File: config.mk
export PLATFORM = sky130hd
export DESIGN_NAME = i2c_edid_block_reader_unit
export DESIGN_NICKNAME = d
export VERILOG_FILES = /design/src/hw/rtl/edid_rd_pkg.sv /design/src/hw/rtl/i2c_edid_block_reader_unit.sv
export VERILOG_INCLUDE_DIRS = /design/src /design/src/hw/rtl
export SDC_FILE = /design/constraint.sdc
export NUM_CORES = 1
export LEC_CHECK = 0
export BUFFER_PORTS_ARGS = -buffer_cell sky130_fd_sc_hd__buf_4
export CORE_ASPECT_RATIO = 1.25
export CORE_MARGIN = 10
export CORE_UTILIZATION = 35
export DETAILED_ROUTE_END_ITERATION = 12
export GPL_ROUTABILITY_DRIVEN = 1
export PLACE_DENSITY = 0.54
export SYNTH_ARGS = -nofsm -noshare
export SYNTH_HDL_FRONTEND = slang
export SYNTH_SLANG_ARGS = --single-unit
File: constraint.sdc
create_clock -name clk_i -period 8.25 [get_ports clk_i]
set_input_delay 1.2375 -clock clk_i [delete_from_list [all_inputs] [get_ports clk_i]]
set_output_delay 1.2375 -clock clk_i [all_outputs]
set_load 0.02 [all_outputs]
File: src/hw/rtl/i2c_edid_block_reader_unit_assert.svh
// Assertion macros for the I2C EDID block reader.
// Used by i2c_edid_block_reader_unit; expects clk_i and rst_ni in scope.
`ifndef I2C_EDID_BLOCK_READER_UNIT_ASSERT_SVH
`define I2C_EDID_BLOCK_READER_UNIT_ASSERT_SVH

`ifndef ASSERT_OFF
// Check an implication property on every clock edge outside reset.
`define EDID_ASSERT(lbl, prop) \
  lbl: assert property (@(posedge clk_i) disable iff (!rst_ni) (prop)) \
    else $error("edid reader assertion failed");
// Check that a condition never holds outside reset.
`define EDID_ASSERT_NEVER(lbl, cond) \
  lbl: assert property (@(posedge clk_i) disable iff (!rst_ni) !(cond)) \
    else $error("edid reader forbidden condition seen");
`else
`define EDID_ASSERT(lbl, prop)
`define EDID_ASSERT_NEVER(lbl, cond)
`endif

`endif

File: src/hw/rtl/edid_rd_pkg.sv
// Package for the I2C EDID block reader: sequencer step codes, line bits,
// register map and block size. No dependencies.
`timescale 1ns / 1ps
`default_nettype none

package edid_rd_pkg;

  localparam int unsigned BlockBytes = 256;
  localparam logic [7:0]  LastIndex  = 8'(BlockBytes - 1);

  // Register map: register index is paddr[2]
  localparam int unsigned AddrWidth      = 3;
  localparam logic        RegDevAddr     = 1'b0;
  localparam logic        RegStartOffset = 1'b1;

  localparam logic [6:0] DevAddrReset = 7'd80;

  // Line state bits
  localparam int unsigned LnScl = 0;
  localparam int unsigned LnOe  = 1;
  localparam int unsigned LnOut = 2;

  localparam logic [2:0] LineScl = 3'b001;
  localparam logic [2:0] LineOe  = 3'b010;
  localparam logic [2:0] LineOut = 3'b100;

  // Failure stage codes
  localparam logic [1:0] FailWaddr = 2'd0;
  localparam logic [1:0] FailWoff  = 2'd1;
  localparam logic [1:0] FailRaddr = 2'd2;

  typedef enum logic [3:0] {
    StIdle     = 4'd0,
    StStart1   = 4'd1,
    StWaddr    = 4'd2,
    StWaddrAck = 4'd3,
    StWoff     = 4'd4,
    StWoffAck  = 4'd5,
    StStart2   = 4'd6,
    StRaddr    = 4'd7,
    StRaddrAck = 4'd8,
    StRbits    = 4'd9,
    StRack     = 4'd10,
    StStop     = 4'd11
  } step_e;

endpackage

`default_nettype wire

File: src/hw/rtl/i2c_edid_block_reader_unit.sv
// I2C EDID block reader: bit-banged I2C master sequencer, one phase per tick.
// Depends on edid_rd_pkg and i2c_edid_block_reader_unit_assert.svh.
//
// Usage: each transfer on the input channel (in_valid_i/in_ready_o) is one
// phase tick of the bus timebase and carries start_req_i and the sampled
// SDA level. Each tick yields exactly one result transfer on the output
// channel (out_valid_o/out_ready_i): SCL/SDA line controls, an optional
// received byte with its index, busy, done and failure flags.
// A tick's result is registered at the accept edge and shows from the
// next cycle. Throughput is one tick per cycle while out_ready_i is high;
// the sequencer state and the output register update together at the
// accept edge, so the single combinational step between them sets the rate.
// A result waiting in the output register does not block the next tick
// when out_ready_i is high in the same cycle; while the receiver stalls,
// the held result stays and no new tick is taken.
// Reset puts the sequencer in idle with all lines released and SCL low, the
// bus marked not started, device_address 80 and start_offset 0. The APB
// port (pready always high) writes registers at byte addresses 0 and 4.
`timescale 1ns / 1ps
`default_nettype none

module i2c_edid_block_reader_unit (
  input  wire logic                                clk_i,
  input  wire logic                                rst_ni,
  // APB configuration port
  input  wire logic                                psel,
  input  wire logic                                penable,
  input  wire logic                                pwrite,
  input  wire logic [edid_rd_pkg::AddrWidth-1:0]   paddr,
  input  wire logic [31:0]                         pwdata,
  output logic [31:0]                              prdata,
  output logic                                     pready,
  // Tick input channel
  input  wire logic                                in_valid_i,
  output logic                                     in_ready_o,
  input  wire logic                                start_req_i,
  input  wire logic                                sda_in_i,
  // Result output channel
  output logic                                     out_valid_o,
  input  wire logic                                out_ready_i,
  output logic                                     scl_high_o,
  output logic                                     sda_drive_o,
  output logic                                     sda_level_o,
  output logic                                     byte_valid_o,
  output logic [7:0]                               byte_value_o,
  output logic [7:0]                               byte_index_o,
  output logic                                     last_byte_o,
  output logic                                     busy_res_o,
  output logic                                     done_ok_o,
  output logic                                     failed_o,
  output logic [1:0]                               fail_stage_o
);

  import edid_rd_pkg::*;

  `include "i2c_edid_block_reader_unit_assert.svh"

  // Configuration registers
  logic [6:0] dev_addr_q;
  logic [7:0] start_off_q;
  logic       cfg_wr;

  // Sequencer state
  step_e      step_q, step_d;
  logic [1:0] phase_q, phase_d;
  logic [2:0] bit_q, bit_d;
  logic [7:0] shift_q, shift_d;
  logic [7:0] bytes_q, bytes_d;
  logic       started_q, started_d;
  logic [2:0] line_q, line_d;

  // Output register
  logic       out_valid_q;
  logic [2:0] line_out_q;
  logic       bv_q, blast_q, busy_q, done_q, fail_q;
  logic [7:0] bval_q, bidx_q;
  logic [1:0] fstage_q;

  // Combinational results of one tick
  step_e      cur;
  logic [1:0] ph;
  logic [7:0] wr_val;
  logic       wr_bit;
  logic       is_last;
  logic       bv, blast, done, fail;
  logic [7:0] bval, bidx;
  logic [1:0] fstage;
  logic       in_acc;

  assign pready     = 1'b1;
  assign cfg_wr     = psel && penable && pwrite;
  assign in_ready_o = !out_valid_q || out_ready_i;
  assign in_acc     = in_valid_i && in_ready_o;

  always_comb begin
    unique case (paddr[2])
      RegDevAddr:     prdata = {25'd0, dev_addr_q};
      RegStartOffset: prdata = {24'd0, start_off_q};
      default:        prdata = 32'd0;
    endcase
  end

  always_ff @(posedge clk_i or negedge rst_ni) begin
    if (!rst_ni) begin
      dev_addr_q  <= DevAddrReset;
      start_off_q <= 8'd0;
    end else if (cfg_wr) begin
      if (paddr[2] == RegDevAddr) begin
        dev_addr_q <= pwdata[6:0];
      end else begin
        start_off_q <= pwdata[7:0];
      end
    end
  end

  assign is_last = (bytes_q == LastIndex);

  // Write states are only ever entered from the registered step
  always_comb begin
    unique case (step_q)
      StWaddr: wr_val = {dev_addr_q, 1'b0};
      StWoff:  wr_val = start_off_q;
      default: wr_val = {dev_addr_q, 1'b1};
    endcase
  end
  assign wr_bit = wr_val[3'd7 - bit_q];

  always_comb begin
    step_d    = step_q;
    phase_d   = phase_q;
    bit_d     = bit_q;
    shift_d   = shift_q;
    bytes_d   = bytes_q;
    started_d = started_q;
    line_d    = line_q;
    bv        = 1'b0;
    bval      = 8'd0;
    bidx      = 8'd0;
    blast     = 1'b0;
    done      = 1'b0;
    fail      = 1'b0;
    fstage    = FailWaddr;
    cur       = step_q;
    ph        = phase_q;

    // A request from idle runs a start phase in the same tick: phase 0 if started, else phase 2
    if (step_q == StIdle && start_req_i) begin
      cur     = StStart1;
      ph      = started_q ? 2'd0 : 2'd2;
      step_d  = StStart1;
    end

    unique case (cur)
      StIdle: begin
      end
      StStart1, StStart2: begin
        unique case (ph)
          2'd0:    line_d = LineOe | LineOut;
          2'd1:    line_d = LineOe | LineOut | LineScl;
          2'd2:    line_d = LineOe | LineScl;
          default: line_d = LineOe;
        endcase
        if (ph == 2'd3) begin
          started_d = 1'b1;
          phase_d   = 2'd0;
          bit_d     = 3'd0;
          step_d    = (cur == StStart1) ? StWaddr : StRaddr;
        end else begin
          phase_d = ph + 2'd1;
        end
      end
      StWaddr, StWoff, StRaddr: begin
        priority if (ph == 2'd0) begin
          line_d = wr_bit ? (LineOe | LineOut) : LineOe;
        end else if (ph == 2'd1) begin
          line_d = line_q | LineScl;
        end else begin
          line_d = line_q & ~LineScl;
        end
        if (ph >= 2'd2) begin
          phase_d = 2'd0;
          bit_d   = bit_q + 3'd1;
          if (bit_q == 3'd7) begin
            unique case (cur)
              StWaddr: step_d = StWaddrAck;
              StWoff:  step_d = StWoffAck;
              default: step_d = StRaddrAck;
            endcase
          end
        end else begin
          phase_d = ph + 2'd1;
        end
      end
      StWaddrAck, StWoffAck, StRaddrAck: begin
        line_d = (ph == 2'd1) ? LineScl : 3'b000;
        if (ph >= 2'd2) begin
          phase_d = 2'd0;
          if (sda_in_i) begin
            // Missing ACK: go idle, leave lines and started flag as they are
            fail   = 1'b1;
            step_d = StIdle;
            unique case (cur)
              StWaddrAck: fstage = FailWaddr;
              StWoffAck:  fstage = FailWoff;
              default:    fstage = FailRaddr;
            endcase
          end else begin
            unique case (cur)
              StWaddrAck: step_d = StWoff;
              StWoffAck:  step_d = StStart2;
              default: begin
                step_d  = StRbits;
                bytes_d = 8'd0;
                bit_d   = 3'd0;
              end
            endcase
          end
        end else begin
          phase_d = ph + 2'd1;
        end
      end
      StRbits: begin
        line_d = (ph == 2'd1) ? LineScl : 3'b000;
        if (ph >= 2'd2) begin
          phase_d = 2'd0;
          shift_d = {shift_q[6:0], sda_in_i};
          bit_d   = bit_q + 3'd1;
          if (bit_q == 3'd7) begin
            step_d = StRack;
          end
        end else begin
          phase_d = ph + 2'd1;
        end
      end
      StRack: begin
        // ACK every byte but the last, which is NACKed
        priority if (ph == 2'd0) begin
          line_d = is_last ? (LineOe | LineOut) : LineOe;
        end else if (ph == 2'd1) begin
          line_d = line_q | LineScl;
        end else begin
          line_d = line_q & ~LineScl;
        end
        if (ph >= 2'd2) begin
          phase_d = 2'd0;
          bv      = 1'b1;
          bval    = shift_q;
          bidx    = bytes_q;
          blast   = is_last;
          bytes_d = bytes_q + 8'd1;
          step_d  = is_last ? StStop : StRbits;
        end else begin
          phase_d = ph + 2'd1;
        end
      end
      StStop: begin
        unique case (ph)
          2'd0:    line_d = LineOe;
          2'd1:    line_d = LineOe | LineScl;
          default: line_d = LineScl;
        endcase
        if (ph >= 2'd2) begin
          phase_d   = 2'd0;
          started_d = 1'b0;
          done      = 1'b1;
          step_d    = StIdle;
        end else begin
          phase_d = ph + 2'd1;
        end
      end
      default: begin
        step_d  = StIdle;
        phase_d = 2'd0;
        bit_d   = 3'd0;
      end
    endcase
  end

  always_ff @(posedge clk_i or negedge rst_ni) begin
    if (!rst_ni) begin
      step_q      <= StIdle;
      phase_q     <= 2'd0;
      bit_q       <= 3'd0;
      shift_q     <= 8'd0;
      bytes_q     <= 8'd0;
      started_q   <= 1'b0;
      line_q      <= 3'b000;
      out_valid_q <= 1'b0;
    end else begin
      if (in_acc) begin
        step_q    <= step_d;
        phase_q   <= phase_d;
        bit_q     <= bit_d;
        shift_q   <= shift_d;
        bytes_q   <= bytes_d;
        started_q <= started_d;
        line_q    <= line_d;
      end
      // Hold a result until its transfer; refill on every accepted tick
      if (in_acc) begin
        out_valid_q <= 1'b1;
      end else if (out_ready_i) begin
        out_valid_q <= 1'b0;
      end
    end
  end

  always_ff @(posedge clk_i) begin
    if (in_acc) begin
      line_out_q <= line_d;
      bv_q       <= bv;
      bval_q     <= bval;
      bidx_q     <= bidx;
      blast_q    <= blast;
      busy_q     <= (step_d != StIdle);
      done_q     <= done;
      fail_q     <= fail;
      fstage_q   <= fstage;
    end
  end

  assign out_valid_o  = out_valid_q;
  assign scl_high_o   = line_out_q[LnScl];
  assign sda_drive_o  = line_out_q[LnOe];
  assign sda_level_o  = line_out_q[LnOut];
  assign byte_valid_o = bv_q;
  assign byte_value_o = bval_q;
  assign byte_index_o = bidx_q;
  assign last_byte_o  = blast_q;
  assign busy_res_o   = busy_q;
  assign done_ok_o    = done_q;
  assign failed_o     = fail_q;
  assign fail_stage_o = fstage_q;

  // The last byte hands over to the stop sequence
  `EDID_ASSERT(a_last_then_busy, out_valid_q && bv_q && blast_q |-> busy_q)
  // A completed stop leaves SCL high, SDA released and the sequencer idle
  `EDID_ASSERT(a_done_lines, out_valid_q && done_q |-> !busy_q && line_out_q == LineScl)
  // A failure ends the sequence and never coincides with a byte or a stop
  `EDID_ASSERT(a_fail_idle, out_valid_q && fail_q |-> !busy_q && !bv_q && !done_q)
  // A held result is never overwritten
  `EDID_ASSERT_NEVER(a_no_overwrite, in_acc && out_valid_q && !out_ready_i)

endmodule

`default_nettype wire
# Word-level counts from Yosys, hierarchy flattened
# Index checks and enable logic that the tools add are counted.
# op_classes
n_addsub,4
magnitude_cmp,2
n_eq_ne,25
mux,52
bitwise_logic,3
reduce_logical,31
# ops
cell,count
32-bit case mux with 2 select lines,1
4-bit 2-to-1 mux,10
8-bit 2-to-1 mux,4
8-bit case mux with 2 select lines,2
3-bit 2-to-1 mux,10
4-bit case mux with 7 select lines,1
4-bit by 3-bit equality test with 1-bit output (second input constant),5
4-bit equality test (second input constant),4
4-bit case mux with 2 select lines,2
3-bit case mux with 5 select lines,1
4-bit by 2-bit equality test with 1-bit output (second input constant),3
2-bit inequality test (second input constant),6
3-bit case mux with 4 select lines,1
2-bit 2-to-1 mux,5
2-bit AND reduction,5
1-bit 2-to-1 mux,9
3-bit case mux with 3 select lines,1
3-bit OR reduction,3
9-bit OR reduction,1
8-bit by 1-bit adder with 8-bit output (second input constant),1
8-bit equality test (second input constant),1
4-bit logical NOT,2
2-bit case mux with 2 select lines,2
4-bit OR reduction,2
25 further kinds,35
# word_totals
regBits,71
in_bits,44
out_inout_bits,61
elab_cells,136

# Longest topological paths before layout
# depth
depth_word,9
ltp_mapped,11
depth_no_buf,10

# Least setup slack after synthesis
# Ideal clock, no wire load.
# synth_path
path_kind,in2reg
start,in out_ready_i
end,reg phase_q[0]
setup_time_ps,140
arrival_ps,3211
t_required_ps,8110
slack_ps,4899
cell_stages,7
path_buffers,1
path_cell_list,nand2b_1 > nand2_1 > inv_1 > clkbuf_1 > o31ai_1 > nand2_1 > o21ai_0
# synth_via
elab_chain_cells,3
# synth_rtl
element,line_no,source
from (decl),i2c_edid_block_reader_unit.sv:40,"input wire logic out_ready_i,"
1-bit logical OR,i2c_edid_block_reader_unit.sv:92,assign in_ready_o = !out_valid_q || out_ready_i;
1-bit logical AND,i2c_edid_block_reader_unit.sv:93,assign in_acc = in_valid_i && in_ready_o;
named net in_acc,i2c_edid_block_reader_unit.sv:88,logic in_acc;
2-bit AND reduction (no source line),n/a,
to (signal assigned),i2c_edid_block_reader_unit.sv:292,phase_q <= phase_d;
to (decl),i2c_edid_block_reader_unit.sv:65,"logic [1:0] phase_q, phase_d;"
# The timed path passes the listed nets, and every way through them passes these cells.
# A chain may end at the register's enable or synchronous reset.

# Final worst setup path
# layout_path
start,in paddr[2] (netlist bit)
end,out prdata[4]
# layout_via
elab_chain_cells,2
# layout_rtl
element,line_no,source
from (decl),i2c_edid_block_reader_unit.sv:29,"input wire logic [edid_rd_pkg::AddrWidth-1:0] paddr,"
1-bit inverter (no source line),n/a,
32-bit case mux with 2 select lines (*),i2c_edid_block_reader_unit.sv:96,unique case (paddr[2])
to (decl),i2c_edid_block_reader_unit.sv:31,"output logic [31:0] prdata,"
# Mark *: on every way between the ends. The rest lies on a longest branch, timed or not. The select of a mux whose other input is x is not followed.

==> run metrics <==
Worst Path Arrival=approximately 1.9 ns; Least-Margin Pin Slew=roughly 0.73 ns; kind of critical path=input port to output port; DR iter-0 viols=166; Post-synth ARST share=0.634; final setup violating endpoints=0; Critical Path RT=7.01 ns; IO Pins=~110; Row Count=44; crit-path max FO=10; Post-synth EDFFs=26; Gate Count Post-Synth=approximately 380; Clock Skew=a little over 0.007 ns; post-synthesis instance area=slightly above 4000 um2; Slowest cell on crit path=mux2_2; Total GRT Usage=0.115; post-route ant nets=0; commonest non-fill, non-tap cell in the layout=buf_4; Root Driver=clkbuf_16; setup_tns=0 ns; first-pass GRT wire length=around 15000 um; Primary FF master, synth=dfrtp_1; wire per inst=~16 um; synth-to-layout area growth=17.7%; PwrDens=about 320 nW/um2; register bit count reported by yosys=between 70 and 80; Cell Chain, Critical Path=buf_4 -> mux2_2 -> buf_4; CP startpoint kind=input port; Initial Utilization=0.355; status=completed; GR Layer Usage met3=0.0386; nets@finish=between 400 and 500; # Post-CTS Setup Buffers=0; Placeable Area=~12000 um2; I/O Buffers=53; CTS buffer count=9; post_cts resized=0; met2 global-route usage=0.188; antenna violations before repair=0; via count=2968; max_slew headroom=0.511; RSZ-0062 raised after global routing=false; worst-skew pair later-pin latency=0.34 ns; RePlAce Congestion=0.856; Crit path max-delay family=multiplexers; vias in the first global route=roughly 3100; Synth Area per Inst=~11 um2; Crit path buffers/inverters=2; hold_buf cts=0; die area=16400 um2; DP HPWL=roughly 6700 um; Min Clock Period, post-route=approximately 3.2 ns; grt ovf=0; fin. max-slew vios=0; worst vdd ir=approximately 120 uV; share of cells above drive strength 1=0.253; CTS Buffer Depth=2; Die Y=between 100 and 150 um; GRT busiest layer=met2; pin count of the biggest net entering global routing=46; Max-cap violations=0; CTS clk-pin slew, worst paths=approximately 0.05 ns; Pre-antenna DRT Iters=4; fmax=~320 MHz; most frequent cells in the layout=buf_4, dfrtp_1, nor2_1; Final Util=0.417; Seq/Total Area, Yosys=0.468; vias per cell=about 5.1; Final Hold Vio Count=0; final WL=9110 um; clk sinks=71; Unique masters post-synth=66; drt drc=0; synth warn=0; die width=117 um; HP Class=flop to flop; final period utilization=0.382; htree depth=3; Leakage=2.07 nW; Worst setup EP type=output port; delay of the slowest cell on the worst path=0.35 ns; n_diodes=0; Critical Path Most Common Cell=buf_4; M1 GR Usage=0.127; CTS tree=done
==> worst reg2reg max path: cells and delay by family (launching register included) <==
family / cells / cell delay, ns
flip-flops: 1 / 0.35
buffers and inverters: 2 / 0.39
AO/OA/AOI/OAI: 4 / 1.02
AND/OR/NAND/NOR: 3 / 0.66
adder cells (fa/ha/maj): 1 / 0.30
==> cell usage after synthesis (2+ instances only) <==
library cell	n	share of area
nand4_1	2	0.0031
o31ai_1	6	0.011
nor3_1	7	0.0086
buf_2	3	0.0037
a2bb2oi_1	4	0.0086
dfrtp_1	43	0.26
and3_1	6	0.0092
nor3_2	2	0.0049
a21oi_1	13	0.016
nand2_1	21	0.019
a21oi_2	2	0.0043
inv_1	9	0.0083
o211ai_1	2	0.0037
nand3_1	4	0.0049
a21o_1	3	0.0055
ha_1	8	0.025
a31oi_1	2	0.0031
o21ai_1	18	0.022
nor2b_1	4	0.0061
a22oi_1	3	0.0055
buf_4	26	0.048
clkbuf_1	7	0.0064
mux2i_1	6	0.015
o32ai_1	2	0.0043
nor2_1	31	0.029
nand2b_1	8	0.012
dfstp_2	2	0.013
o21ai_0	17	0.021
and2_1	19	0.029
mux2_2	26	0.072
conb_1	2	0.0018
o22ai_1	3	0.0046
mux4_1	2	0.013
edfxtp_1	26	0.19
mux2_1	8	0.022
buf_6	3	0.0083
xnor2_1	3	0.0064
nand3b_1	2	0.0037
nand4b_1	2	0.0043
==> routing by layer <==
layer | wire, um | vias to the layer above | part of all wire
met3 | 596 | 21 | 0.065
met4 | 287 | 0 | 0.031
met2 | 4500 | 83 | 0.49
met1 | 3730 | 1421 | 0.41
li1 | - | 1443 | -
met5 | 0 | - | 0
==> cell type report <==
| cell class | instances | area (um2) |
|---|---|---|
| tap | 138 | 173 |
| clock inverter | 6 | 85.1 |
| timing repair buffer | 57 | 428 |
| fill | 1121 | 6700 |
| clock buffer | 10 | 229 |
| inverter | 10 | 37.5 |
| multi-input combinational | 285 | 1940 |
| sequential | 71 | 1910 |
==> kinds of logic after synthesis <==
family / Yosys count / synth area share
other: 2 / 0.00184
flip-flops: 71 / 0.468
XOR/XNOR: 3 / 0.00644
AND/OR/NAND/NOR: 119 / 0.159
buffers and inverters: 51 / 0.0776
multiplexers: 42 / 0.121
AO/OA/AOI/OAI: 88 / 0.141
adder cells (fa/ha/maj): 8 / 0.0245
==> report_power, final <==
group | total (mW) | leakage [nW] | internal (mW) | switching, mW
Clock | 0.407 | 0.150 | 0.263 | 0.144
Sequential | 0.497 | 0.834 | 0.438 | 0.0592
Combinational | 0.640 | 1.08 | 0.262 | 0.378
Total | 1.54 | 2.07 | 0.963 | 0.582
==> sequential cells by signal, summed over array words and instances (netlist names), 3 cells and up <==
| name | flops |
|---|---|
| byte_index_o | 8 |
| byte_value_o | 8 |
| bytes_q | 8 |
| shift_q | 8 |
| start_off_q | 8 |
| dev_addr_q | 7 |
| step_q | 4 |
| bit_q | 3 |
| line_out_q | 3 |
| line_q | 3 |
==> per-stage QoR <==
step	hold slack (ns)	area [um2]	setup slack, ns	instances	power, mW
3_5_place_dp	0.468	4490	4.77	561	1.15
4_1_cts	0.480	4800	5.10	577	1.56
3_3_place_gp	0.462	4490	4.77	561	1.14
5_1_grt	0.519	4800	4.94	577	1.65
6_report	0.477	4800	5.10	577	1.54
2_1_floorplan	0.444	4170	4.90	407	0.991
==> final timing paths <==
path | from | endpoint | slack (ns) | cells after the start
max | paddr[2] | prdata[4] | 5.10 | 3
min | shift_q[7]$_DFFE_PN0P_ | shift_q[7]$_DFFE_PN0P_ | 0.48 | 1
max reg2reg | step_q[2]$_DFFE_PN0P_ | busy_res_o$_DFFE_PP_ | 5.25 | 10
min reg2reg | shift_q[7]$_DFFE_PN0P_ | shift_q[7]$_DFFE_PN0P_ | 0.48 | 1
max in group asynchronous | rst_ni | shift_q[4]$_DFFE_PN0P_ | 6.91 | 1
min in group asynchronous | rst_ni | start_off_q[5]$_DFFE_PN0P_ | 0.90 | 1
Power figures use the tool's default switching activity.
